$ cat src/rtl/upe_pkg.sv
`timescale 1ns / 1ps

package upe_pkg;

    // Queue between classifier and serializer
    localparam int QUEUE_DEPTH_DEF = 2;
    // Most bytes one request can produce: broken triple plus escaped byte
    localparam int MAX_RUN = 7;

    typedef enum logic [1:0] {
        MODE_RFC      = 2'd0,
        MODE_KEEP_RES = 2'd1,
        MODE_FORM     = 2'd2,
        MODE_FORM_RES = 2'd3
    } mode_t;

    typedef enum logic [1:0] {
        PEND_NONE  = 2'd0,
        PEND_PCT   = 2'd1,
        PEND_DIGIT = 2'd2
    } pend_t;

    localparam logic [7:0] CH_SPACE   = 8'h20;
    localparam logic [7:0] CH_PERCENT = 8'h25;
    localparam logic [7:0] CH_AMP     = 8'h26;
    localparam logic [7:0] CH_STAR    = 8'h2A;
    localparam logic [7:0] CH_PLUS    = 8'h2B;
    localparam logic [7:0] CH_DASH    = 8'h2D;
    localparam logic [7:0] CH_DOT     = 8'h2E;
    localparam logic [7:0] CH_EQUAL   = 8'h3D;
    localparam logic [7:0] CH_UNDER   = 8'h5F;
    localparam logic [7:0] CH_TILDE   = 8'h7E;

    typedef struct packed {
        logic [7:0] in_byte;
        logic       in_string_end;
    } in_item_t;

    typedef struct packed {
        logic [7:0] out_byte;
        logic       out_run_last;
        logic       out_string_end;
    } out_item_t;

    // One classified request: its output bytes in order and their count
    typedef struct packed {
        logic [MAX_RUN-1:0][7:0] bytes;
        logic [2:0]              count;
        logic                    string_end;
    } cmd_t;

    typedef struct packed {
        logic valid;
        logic full;
    } q_stat_t;

    function automatic logic is_digit(logic [7:0] c);
        return (c >= 8'h30) && (c <= 8'h39);
    endfunction

    function automatic logic is_alnum(logic [7:0] c);
        return is_digit(c) || ((c >= 8'h41) && (c <= 8'h5A)) ||
               ((c >= 8'h61) && (c <= 8'h7A));
    endfunction

    function automatic logic is_hex(logic [7:0] c);
        return is_digit(c) || ((c >= 8'h41) && (c <= 8'h46)) ||
               ((c >= 8'h61) && (c <= 8'h66));
    endfunction

    function automatic logic is_rsv_char(logic [7:0] c);
        logic r;
        unique case (c)
            8'h3A, 8'h2F, 8'h3F, 8'h23, 8'h5B, 8'h5D, 8'h40,
            8'h21, 8'h24, 8'h26, 8'h27, 8'h28, 8'h29, 8'h2A,
            8'h2B, 8'h2C, 8'h3B, 8'h3D: r = 1'b1;
            default: r = 1'b0;
        endcase
        return r;
    endfunction

    // Upper-case hex digit for one nibble
    function automatic logic [7:0] hex_char(logic [3:0] n);
        return (n < 4'd10) ? (8'h30 + {4'h0, n}) : (8'h37 + {4'h0, n});
    endfunction

endpackage

$ cat src/rtl/upe_front.sv
`timescale 1ns / 1ps

module upe_front (
    input  logic              aclk,
    input  logic              aresetn,
    input  logic              s_valid,
    output logic              s_ready,
    input  upe_pkg::in_item_t s_data,
    input  logic              cfg_valid,
    output logic              cfg_ready,
    input  logic [1:0]        cfg_data,
    input  upe_pkg::q_stat_t  q_stat,
    output logic              q_push,
    output upe_pkg::cmd_t     q_wdata
);
    import upe_pkg::*;

    mode_t      mode_reg;
    pend_t      pend_reg, pend_next;
    logic [7:0] digit_reg, digit_next;
    logic       accept;
    cmd_t       cmd;

    // Append one byte to a request
    function automatic cmd_t put(cmd_t cur, logic [7:0] b);
        cmd_t r;
        r = cur;
        r.bytes[cur.count] = b;
        r.count = cur.count + 3'd1;
        return r;
    endfunction

    function automatic cmd_t put_escaped(cmd_t cur, logic [7:0] c);
        cmd_t r;
        r = put(cur, CH_PERCENT);
        r = put(r, hex_char(c[7:4]));
        r = put(r, hex_char(c[3:0]));
        return r;
    endfunction

    // Release held bytes: a held '%' becomes %25, a held digit goes as is
    function automatic cmd_t put_flush(cmd_t cur, pend_t p, logic [7:0] d);
        cmd_t r;
        r = cur;
        if (p != PEND_NONE) begin
            r = put_escaped(r, CH_PERCENT);
        end
        if (p == PEND_DIGIT) begin
            r = put(r, d);
        end
        return r;
    endfunction

    function automatic cmd_t put_encoded(cmd_t cur, logic [7:0] c, mode_t m);
        cmd_t r;
        logic base;
        logic pass;
        base = is_alnum(c) || (c == CH_DASH) || (c == CH_DOT) || (c == CH_UNDER);
        unique case (m)
            MODE_RFC:      pass = base || (c == CH_TILDE);
            MODE_KEEP_RES: pass = base || (c == CH_TILDE) || is_rsv_char(c);
            MODE_FORM:     pass = base || (c == CH_STAR);
            MODE_FORM_RES: pass = (base || (c == CH_STAR) || is_rsv_char(c)) &&
                                  (c != CH_AMP) && (c != CH_EQUAL) && (c != CH_PLUS);
            default:       pass = 1'b0;
        endcase
        if (m[1] && (c == CH_SPACE)) begin
            r = put(cur, CH_PLUS);
        end else if (pass) begin
            r = put(cur, c);
        end else begin
            r = put_escaped(cur, c);
        end
        return r;
    endfunction

    assign cfg_ready = 1'b1;
    assign s_ready   = !q_stat.full;
    assign accept    = s_valid && s_ready;

    // Classify the request and build its output run
    always_comb begin
        logic       keeps;
        logic       fresh;
        logic [7:0] c;
        keeps      = mode_reg[0];
        c          = s_data.in_byte;
        fresh      = 1'b1;
        pend_next  = pend_reg;
        digit_next = digit_reg;
        cmd        = '0;
        cmd.string_end = s_data.in_string_end;
        unique case (pend_reg)
            PEND_DIGIT: begin
                if (keeps && is_hex(c)) begin
                    cmd   = put(cmd, CH_PERCENT);
                    cmd   = put(cmd, digit_reg);
                    cmd   = put(cmd, c);
                    fresh = 1'b0;
                end else begin
                    cmd = put_flush(cmd, pend_reg, digit_reg);
                end
                pend_next  = PEND_NONE;
                digit_next = '0;
            end
            PEND_PCT: begin
                if (keeps && is_hex(c)) begin
                    pend_next  = PEND_DIGIT;
                    digit_next = c;
                    fresh      = 1'b0;
                end else begin
                    cmd        = put_flush(cmd, pend_reg, digit_reg);
                    pend_next  = PEND_NONE;
                    digit_next = '0;
                end
            end
            default: begin
            end
        endcase
        if (fresh) begin
            if (keeps && (c == CH_PERCENT)) begin
                pend_next = PEND_PCT;
            end else begin
                cmd = put_encoded(cmd, c, mode_reg);
            end
        end
        if (s_data.in_string_end) begin
            cmd        = put_flush(cmd, pend_next, digit_next);
            pend_next  = PEND_NONE;
            digit_next = '0;
        end
    end

    assign q_wdata = cmd;
    // Drop requests that only hold their byte
    assign q_push  = accept && (cmd.count != 3'd0);

    always_ff @(posedge aclk) begin
        if (!aresetn) begin
            mode_reg  <= MODE_RFC;
            pend_reg  <= PEND_NONE;
            digit_reg <= '0;
        end else begin
            if (cfg_valid && cfg_ready) begin
                mode_reg <= mode_t'(cfg_data);
            end
            if (accept) begin
                pend_reg  <= pend_next;
                digit_reg <= digit_next;
            end
        end
    end

endmodule

$ cat src/rtl/upe_queue.sv
`timescale 1ns / 1ps

module upe_queue #(
    parameter int DEPTH = upe_pkg::QUEUE_DEPTH_DEF
) (
    input  logic             aclk,
    input  logic             aresetn,
    input  logic             push,
    input  upe_pkg::cmd_t    wdata,
    input  logic             pop,
    output upe_pkg::cmd_t    rdata,
    output upe_pkg::q_stat_t stat
);
    import upe_pkg::*;

    localparam int PTR_W = (DEPTH > 1) ? $clog2(DEPTH) : 1;
    localparam int CNT_W = $clog2(DEPTH + 1);

    cmd_t             mem [DEPTH];
    logic [PTR_W-1:0] wr_ptr_reg, rd_ptr_reg;
    logic [CNT_W-1:0] count_reg, count_next;

    assign stat.valid = (count_reg != '0);
    assign stat.full  = (count_reg == CNT_W'(DEPTH));
    assign rdata      = mem[rd_ptr_reg];

    function automatic logic [PTR_W-1:0] bump(logic [PTR_W-1:0] p);
        return (p == PTR_W'(DEPTH - 1)) ? '0 : p + PTR_W'(1);
    endfunction

    always_comb begin
        count_next = count_reg;
        if (push && !pop) begin
            count_next = count_reg + CNT_W'(1);
        end else if (pop && !push) begin
            count_next = count_reg - CNT_W'(1);
        end
    end

    // Store the request at the tail
    always_ff @(posedge aclk) begin
        if (push) begin
            mem[wr_ptr_reg] <= wdata;
        end
    end

    // Advance pointers and occupancy
    always_ff @(posedge aclk) begin
        if (!aresetn) begin
            wr_ptr_reg <= '0;
            rd_ptr_reg <= '0;
            count_reg  <= '0;
        end else begin
            if (push) begin
                wr_ptr_reg <= bump(wr_ptr_reg);
            end
            if (pop) begin
                rd_ptr_reg <= bump(rd_ptr_reg);
            end
            count_reg <= count_next;
        end
    end

endmodule

$ cat src/rtl/upe_back.sv
`timescale 1ns / 1ps

module upe_back (
    input  logic               aclk,
    input  logic               aresetn,
    input  upe_pkg::q_stat_t   q_stat,
    input  upe_pkg::cmd_t      q_rdata,
    output logic               q_pop,
    output logic               m_valid,
    input  logic               m_ready,
    output upe_pkg::out_item_t m_data
);
    import upe_pkg::*;

    logic [2:0] idx_reg, idx_next;
    logic       m_valid_reg, m_valid_next;
    out_item_t  m_data_reg, m_data_next;
    logic       load;
    logic       run_last;

    assign load     = q_stat.valid && (!m_valid_reg || m_ready);
    assign run_last = (idx_reg == (q_rdata.count - 3'd1));
    assign q_pop    = load && run_last;

    // Pick the next byte of the head request
    always_comb begin
        idx_next     = idx_reg;
        m_valid_next = m_valid_reg;
        m_data_next  = m_data_reg;
        if (load) begin
            m_valid_next               = 1'b1;
            m_data_next.out_byte       = q_rdata.bytes[idx_reg];
            m_data_next.out_run_last   = run_last;
            m_data_next.out_string_end = run_last && q_rdata.string_end;
            idx_next                   = run_last ? 3'd0 : idx_reg + 3'd1;
        end else if (m_ready) begin
            m_valid_next = 1'b0;
        end
    end

    always_ff @(posedge aclk) begin
        if (!aresetn) begin
            idx_reg     <= '0;
            m_valid_reg <= 1'b0;
        end else begin
            idx_reg     <= idx_next;
            m_valid_reg <= m_valid_next;
        end
    end

    // Hold the result byte until taken
    always_ff @(posedge aclk) begin
        m_data_reg <= m_data_next;
    end

    assign m_valid = m_valid_reg;
    assign m_data  = m_data_reg;

endmodule

$ cat src/rtl/url_percent_encoder.sv
`timescale 1ns / 1ps
// Channel   Ports                          Direction  Carries
// input     s_valid, s_ready, s_data       in         raw byte, end-of-string flag
// result    m_valid, m_ready, m_data       out        encoded byte, run/string ends
// config    cfg_valid, cfg_ready, cfg_data in         encode mode (2 bits)
//
// One output byte per cycle from the serializer while m_ready is high; a passed byte
// gives 1 output byte, an escaped byte 3, a broken triple with an escaped byte up to 7.
// The classifier takes a request every cycle while the queue has room.
// Reset (aresetn low, synchronous) clears mode to rfc3986, held bytes and queue.
// Either side may stall; the queue and output register keep the other moving.

module url_percent_encoder #(
    parameter int QUEUE_DEPTH = upe_pkg::QUEUE_DEPTH_DEF
) (
    input  logic               aclk,
    input  logic               aresetn,
    input  logic               s_valid,
    output logic               s_ready,
    input  upe_pkg::in_item_t  s_data,
    output logic               m_valid,
    input  logic               m_ready,
    output upe_pkg::out_item_t m_data,
    input  logic               cfg_valid,
    output logic               cfg_ready,
    input  logic [1:0]         cfg_data
);
    import upe_pkg::*;

    q_stat_t q_stat;
    logic    q_push;
    logic    q_pop;
    cmd_t    q_wdata;
    cmd_t    q_rdata;

    upe_front u_front (
        .aclk      (aclk),
        .aresetn   (aresetn),
        .s_valid   (s_valid),
        .s_ready   (s_ready),
        .s_data    (s_data),
        .cfg_valid (cfg_valid),
        .cfg_ready (cfg_ready),
        .cfg_data  (cfg_data),
        .q_stat    (q_stat),
        .q_push    (q_push),
        .q_wdata   (q_wdata)
    );

    upe_queue #(
        .DEPTH (QUEUE_DEPTH)
    ) u_queue (
        .aclk    (aclk),
        .aresetn (aresetn),
        .push    (q_push),
        .wdata   (q_wdata),
        .pop     (q_pop),
        .rdata   (q_rdata),
        .stat    (q_stat)
    );

    upe_back u_back (
        .aclk    (aclk),
        .aresetn (aresetn),
        .q_stat  (q_stat),
        .q_rdata (q_rdata),
        .q_pop   (q_pop),
        .m_valid (m_valid),
        .m_ready (m_ready),
        .m_data  (m_data)
    );

    // A queued request always carries at least one byte and at most seven
    a_push_nonempty: assert property (@(posedge aclk) disable iff (!aresetn)
        q_push |-> (q_wdata.count != 3'd0) && (q_wdata.count <= 3'd7))
        else $error("empty or oversized request queued");

    // String end only marks the last byte of a run
    a_end_is_last: assert property (@(posedge aclk) disable iff (!aresetn)
        m_valid && m_data.out_string_end |-> m_data.out_run_last)
        else $error("string end without run end");

    // Never pop an empty queue
    a_pop_valid: assert property (@(posedge aclk) disable iff (!aresetn)
        q_pop |-> q_stat.valid)
        else $error("pop from empty queue");

    // No result straight out of reset
    a_reset_quiet: assert property (@(posedge aclk)
        $past(!aresetn) |-> !m_valid)
        else $error("result valid after reset");

endmodule

$ cat config.mk
export PLATFORM = sky130hd
export DESIGN_NAME = url_percent_encoder
export DESIGN_NICKNAME = d
export VERILOG_FILES = /design/src/rtl/upe_pkg.sv /design/src/rtl/upe_front.sv /design/src/rtl/upe_queue.sv /design/src/rtl/upe_back.sv /design/src/rtl/url_percent_encoder.sv
export SDC_FILE = /design/constraint.sdc
export NUM_CORES = 1
export LEC_CHECK = 0
export BUFFER_PORTS_ARGS = -buffer_cell sky130_fd_sc_hd__buf_2
export CAP_MARGIN = 20
export CORE_ASPECT_RATIO = 1.75
export CORE_MARGIN = 2
export CORE_UTILIZATION = 35
export CTS_CLUSTER_SIZE = 14
export DETAILED_ROUTE_END_ITERATION = 8
export PLACE_DENSITY = 0.55
export SLEW_MARGIN = 20
export SYNTH_ARGS = -nofsm -noshare
export SYNTH_HDL_FRONTEND = slang
export SYNTH_HIERARCHICAL = 1
export SYNTH_SLANG_ARGS = --single-unit
$ cat constraint.sdc
create_clock -name aclk -period 14.2 [get_ports aclk]
set_input_delay 1.42 -clock aclk [delete_from_list [all_inputs] [get_ports aclk]]
set_output_delay 1.42 -clock aclk [all_outputs]
set_load 0.005 [all_outputs]
==> flow_summary_export.csv, run 1 <==
group,metric,value,unit
detailed_routing,drc,0,
place,io_buffers,27,
place,dpl.hpwl,33.85,mm
sta,fin_tns_setup,0,ns
logic_synthesis,syn_avg_cell_area,9.736,sq um
min_path,min-delay-start,"u_back/m_valid",
logic_synthesis,synth.distinct_cells,103,
detailed_routing,wl,45.03,mm
layout,area_growth,9.344,%
power,power,0.001428,W
min_path,hold_class,"flop to flop",
logic_synthesis,synth-seq-cells,151,
sta,setup_viol,0,
layout,fin_area,0.01174,sq mm
layout,final_cells,1499,
logic_synthesis,syn_nets,1142,
floorplan,die_h,235.7,microns
floorplan,die_w,136.4,microns
detailed_routing,dr.pass1.iters,6,
global_routing,antenna_found_initial,0,
clock_tree,cts_tree,"built",
floorplan,dieArea,0.03215,sq mm
sta,max_freq,117.5,MHz
layout,nets,1138,
critical_path,required,14.25,ns
critical_path,crit_top_cell,"ha_1",
sta,period_minus_slack,8.513,ns
critical_path,rr_startpoint,"u_front/pend_reg[1]",
critical_path,crit_path_max_fanout,61,
place,dp_cells,1467,
critical_path,worst_path_max_delay_cell,"ha_1",
power,vdd_drop_max,0.0001072,V
sta,timing.slew.headroom,19.62,%
clock_tree,cts_resized,0,
layout,layout_commonest_cell,"edfxtp_1",
logic_synthesis,synthCells,1103,
sta,fin_crit_sh,59.95,%
flow_run,cap_violations,0,
critical_path,arrival,8.56,ns
sta,drv_slew,0,
layout,n_fill_cell,2981,
global_routing,grt_pass1_wl,64.91,mm
logic_synthesis,synth-edff-count,130,
layout,final_layout_size_suffix_gt1_share,17.54,%
clock_tree,clk_pin_slew_worst_paths,0.06,ns
floorplan,io_pins,29,
detailed_routing,wl_per_cell,30.04,microns
floorplan,start_util,35.60,%
place,globalplace.congestion,1.097,
critical_path,crit_chain,"buf_2 > inv_1 > ha_1 > nor4b_4 > o21ai_1 > o21a_1 > o41ai_2 > nor2_1 > ha_1 > inv_1 > a31oi_1 > o31ai_4 > ha_1 > nand2_1 > o21ai_4 > inv_2 > ha_1 > nand2_1 > xnor2_1 > nand2_1 > xnor2_1 > o311a_1 > nor2b_4 > buf_4",
critical_path,worstSetupPathType,"input pin to flop",
clock_tree,h-tree-depth,4,
layout,antenna_cells,0,
logic_synthesis,ys_async_sr_fraction,0,%
critical_path,startpoint,"s_data[2]",
clock_tree,cts.sinks,151,
clock_tree,cts_max_path_buffers,2,
floorplan,core_area,0.03016,sq mm
clock_tree,cts_buffers,17,
logic_synthesis,synth_warnings,6,
sta,tightest_slew,1.197,ns
logic_synthesis,ys_seq_area_share,40.27,%
logic_synthesis,synthesis.area,0.01074,sq mm
logic_synthesis,synthFlopType,"edfxtp_1",
sta,skew,0.01536,ns
critical_path,cp-start-kind,"input pin",
detailed_routing,vias_per_cell,6.487,
power,p_leak,4.094,nW
clock_tree,postCtsHoldBufs,0,
layout,final_util,38.93,%
status,status,"finished, final reports clean",
global_routing,track_usage,28.09,%
detailed_routing,first_iter_violations,1031,
critical_path,end_kind,"flop",
clock_tree,clk_root_buffer_cell,"clkbuf_16",
detailed_routing,vias,9724,
power,p_per_area,121.6,mW/mm^2
place,place_area,0.01120,sq mm
sta,rsz0062_at_grt,"false",
layout,largest_reg_flops,120,
global_routing,grt_max_degree,62,
clock_tree,insertion_delay,0.43,ns
critical_path,worst-path-buf-inv,5,
sta,hold_violations,0,
critical_path,cp_top_family,"compound AO/OA/AOI/OAI gates",
layout,final_cell_mix,"130 x edfxtp_1, 100 x nor2_1, 97 x nand2_1",
detailed_routing,ant_nets,0,
critical_path,worst_path_largest_cell_delay,0.84,ns
floorplan,rows,84,
global_routing,grt-ovfl-total,0,
global_routing,first_global_vias,9546,
clock_tree,cts_setup_buffers,0,
worst paths after layout:
check	endpoint	slack (ns)	cells after the start
max	u_queue/mem[0][49]	5.69	24
min	u_back/m_valid	0.50	2
max reg2reg	u_queue/mem[0][49]	6.83	23
min reg2reg	u_back/m_valid	0.50	2
cells in the mapped netlist (10+ instances only):
| library cell | n | share of area [%] |
|---|---|---|
| and2_1 | 16 | 0.93 |
| o32ai_1 | 10 | 0.82 |
| o21ai_0 | 53 | 2.5 |
| nor2b_1 | 16 | 0.93 |
| nor2_1 | 100 | 3.5 |
| a22oi_1 | 29 | 2.0 |
| o22ai_1 | 23 | 1.3 |
| o21a_1 | 10 | 0.70 |
| xnor2_1 | 14 | 1.1 |
| a21oi_1 | 84 | 3.9 |
| a211oi_1 | 11 | 0.77 |
| buf_2 | 23 | 1.1 |
| nor3_1 | 19 | 0.89 |
| ha_1 | 23 | 2.7 |
| nand3_1 | 36 | 1.7 |
| clkbuf_1 | 36 | 1.3 |
| a22o_1 | 10 | 0.82 |
| mux2_2 | 62 | 6.5 |
| dfxtp_1 | 21 | 3.9 |
| inv_1 | 22 | 0.77 |
| edfxtp_1 | 130 | 36 |
| mux2i_1 | 12 | 1.1 |
| nand2_1 | 97 | 3.4 |
| a21o_1 | 17 | 1.2 |
| a31oi_1 | 11 | 0.64 |
through the flow:
stage          hold WS (ns)  worst slack [ns]
6_report             0.4984             5.687
5_1_grt              0.5346             5.344
3_5_place_dp         0.4948             5.393
4_1_cts              0.5066             5.830
2_1_floorplan        0.4612             5.064
3_3_place_gp         0.4794             5.598
metal layers:
layer / share of wire (%) / track usage, % / wire [microns] / vias up
met5: 0 / 0 / 0 / -
met4: 9.4 / 21.65 / 4211 / 0
met3: 4.6 / 3.661 / 2054 / 188
met2: 52 / 50.56 / 23230 / 534
met1: 34 / 28.63 / 15530 / 4770
li1: - / - / - / 4232
tightest hold or removal path: stages (launching register included):
cell      delay (ns)
dfxtp_1         0.30
nand2b_1        0.09
a21boi_1        0.06
final cells by class:
cell class | instances | area [sq um] | area share (%)
Inverter | 29 | 108.9 | 0.9270
Sequential cell | 151 | 4325 | 36.84
Multi-Input combinational cell | 853 | 5995 | 51.05
Clock buffer | 17 | 425.4 | 3.623
Timing Repair Buffer | 47 | 285.3 | 2.429
Tap cell | 387 | 484.2 | 4.124
Clock inverter | 15 | 118.9 | 1.012
report_power, final:
part	internal, W	leakage [nW]	switching [W]
sequential	0.000574	1.41	0.0000185
combinational	0.000168	2.42	0.000247
clock	0.000227	0.260	0.000193
kinds of logic after synthesis:
kind of cell    share of synthesized area, %
xor+xnor                               2.435
fa+ha+maj                              2.680
mux                                    9.297
other cells                          0.06993
simple gates                           16.82
compound gates                         24.39
buf+inv                                4.043
flops                                  40.27
No activity file was read; power rests on OpenSTA's default activity.
==> run 2, diff against run 1 <==
ABC_AREA = 1   (was default)
clock period = 8.89 ns   (was 14.2 ns; I/O delays follow)
==> flow_summary_export.csv, run 2 <==
group,metric,value,unit
power,p_comb_share,33.0,%
place,dpl.hpwl,35.55,mm
power,p_leak,5.592,nW
layout,nets,1601,
logic_synthesis,syn_avg_cell_area,7.588,sq um
power,power.internal,0.001643,W
min_path,hold_class,"flop to flop",
detailed_routing,first_iter_violations,837,
floorplan,io_pins,29,
floorplan,core_area,0.03363,sq mm
detailed_routing,vias,11040,
layout,multi_input_area,0.006481,sq mm
power,vdd_drop_max,0.0001485,V
floorplan,die_w,143.3,microns
critical_path,crit_path_max_fanout,29,
clock_tree,cts_resized,0,
critical_path,crit_top_cell,"inv_1",
power,power.switching,0.0008490,W
clock_tree,cts_max_path_buffers,2,
logic_synthesis,synthCells,1566,
clock_tree,cts_tree,"built",
place,globalplace.congestion,1.086,
detailed_routing,vias_per_cell,5.437,
layout,final_layout_size_suffix_gt1_share,14.60,%
clock_tree,clk_root_buffer_cell,"clkbuf_16",
sta,setup_viol,0,
critical_path,arrival,6.81,ns
layout,n_fill_cell,3563,
detailed_routing,ant_nets,0,
sta,tightest_slew,1.048,ns
logic_synthesis,synthFlopType,"edfxtp_1",
layout,area_growth,7.718,%
global_routing,grt_pass1_wl,65.82,mm
sta,period_minus_slack,6.686,ns
power,seqPwrFrac,39.1,%
clock_tree,insertion_delay,0.44,ns
layout,layout_commonest_cell,"nand2_1",
status,status,"finished, final reports clean",
logic_synthesis,synthTopCellsByArea,"edfxtp_1 33%, nand2_1 14%, mux2_4 7.6%, nand3_1 6.5%, o21ai_0 4.3%",
logic_synthesis,synth.distinct_cells,59,
clock_tree,cts.sinks,151,
logic_synthesis,syn_nets,1605,
layout,fin_area,0.01280,sq mm
layout,largest_reg_flops,120,
logic_synthesis,synth_warnings,6,
clock_tree,clk_pin_slew_worst_paths,0.07,ns
flow_run,cap_violations,0,
logic_synthesis,yosysTopAreaCellShare,32.85,%
layout,regArea,0.004328,sq mm
sta,skew,0.01669,ns
detailed_routing,wl,45.35,mm
power,power,0.002492,W
global_routing,grt_max_degree,63,
global_routing,track_usage,25.72,%
sta,timing.slew.headroom,29.92,%
critical_path,cp-start-kind,"input pin",
logic_synthesis,ys_top_cells_by_count,"457 x nand2_1, 154 x nand3_1, 137 x inv_1",
logic_synthesis,synth_top_cell_by_area,"edfxtp_1",
detailed_routing,wl_per_cell,22.34,microns
floorplan,start_util,35.33,%
layout,antenna_cells,0,
logic_synthesis,synthesis.area,0.01188,sq mm
clock_tree,cts_buffers,17,
critical_path,worst_path_largest_cell_delay,0.62,ns
sta,fin_tns_setup,0,ns
sta,fin_crit_sh,75.21,%
logic_synthesis,synth-edff-count,130,
floorplan,die_h,247.7,microns
detailed_routing,dr.pass1.iters,8,
sta,hold_violations,0,
layout,final_cell_mix,"457 x nand2_1, 154 x nand3_1, 136 x inv_1",
place,io_buffers,27,
global_routing,first_global_vias,10370,
floorplan,dieArea,0.03550,sq mm
logic_synthesis,synth-seq-cells,151,
critical_path,worst_path_max_delay_cell,"nor2_4",
logic_synthesis,yosysMostFrequentCell,"nand2_1",
critical_path,worstSetupPathType,"input pin to flop",
clock_tree,postCtsHoldBufs,0,
logic_synthesis,ys_seq_area_share,36.39,%
sta,drv_slew,0,
global_routing,grt-ovfl-total,0,
power,clockPowerShare,27.9,%
power,sw_frac_of_total,34.07,%
detailed_routing,drc,0,
place,place_area,0.01223,sq mm
clock_tree,h-tree-depth,4,
clock_tree,cts_setup_buffers,0,
sta,max_freq,149.6,MHz
critical_path,required,9.01,ns
power,p_per_area,194.7,mW/mm^2
logic_synthesis,ys_async_sr_fraction,0,%
global_routing,antenna_found_initial,0,
floorplan,rows,89,
sta,rsz0062_at_grt,"false",
critical_path,end_kind,"flop",
-- run 2: stage by stage --
| stage | setup WS (ns) | utilization (%) | cells | hold slack, ns |
|---|---|---|---|---|
| global placement | 1.848 | 36.37 | 1998 | 0.4556 |
| CTS | 2.219 | 38.06 | 2030 | 0.4671 |
| finish | 2.204 | 38.06 | 2030 | 0.4645 |
| global route | 1.512 | 38.06 | 2030 | 0.4945 |
| detailed placement | 1.773 | 36.37 | 1998 | 0.4552 |
| floorplan | 1.027 | - | 1566 | 0.4453 |
-- run 2: cell type report --
type	instances	share of cell area, %
timing repair buffer	38	1.701
multi-input combinational	1189	50.64
sequential	151	33.81
inverter	165	4.956
clock inverter	14	1.095
clock buffer	18	3.353
tap	455	4.448
-- run 2: worst paths after layout --
check                  startpoint                    to  slack, ns  depth (start not counted)
min          u_front/digit_reg[0]  u_front/digit_reg[0]       0.46                          2
max reg2reg   u_front/pend_reg[1]    u_queue/mem[0][56]       2.48                         27
max                     s_data[1]    u_queue/mem[0][56]       2.20                         33
min reg2reg  u_front/digit_reg[0]  u_front/digit_reg[0]       0.46                          2
-- run 2: routing by layer --
metal	GRT usage [%]	wire, microns
met5	0	0
met4	23.39	4959
met3	3.685	2002
met2	47.04	23350
met1	24.38	15050
-- run 2: power groups by stage --
stage          clock network (W)  logic (W)  registers (W)
2_1_floorplan                  0   0.000646       0.000983
3_3_place_gp                   0   0.000827       0.000987
3_5_place_dp                   0   0.000829       0.000992
4_1_cts                 0.000713   0.000831       0.000977
5_1_grt                 0.000740   0.000901       0.000986
6_report                0.000695   0.000821       0.000975
-- run 2: kinds of logic after synthesis --
kind of cell	Yosys count	share of synthesized area (%)
AOI/OAI and AO/OA	261	12.81
muxes	60	7.581
adders and majority gates	23	2.422
DFF	151	36.39
xor gates and xnor gates	4	0.2949
other	2	0.06320
and+or+nand+nor	839	31.30
buffers and inverters	226	9.129
-- run 2: worst max-delay path: cells and delay by family --
family / cells / cell delay [ns]
AO/OA/AOI/OAI: 6 / 1.27
buffers and inverters: 11 / 1.63
AND/OR/NAND/NOR: 12 / 1.81
adder cells (fa/ha/maj): 4 / 1.15
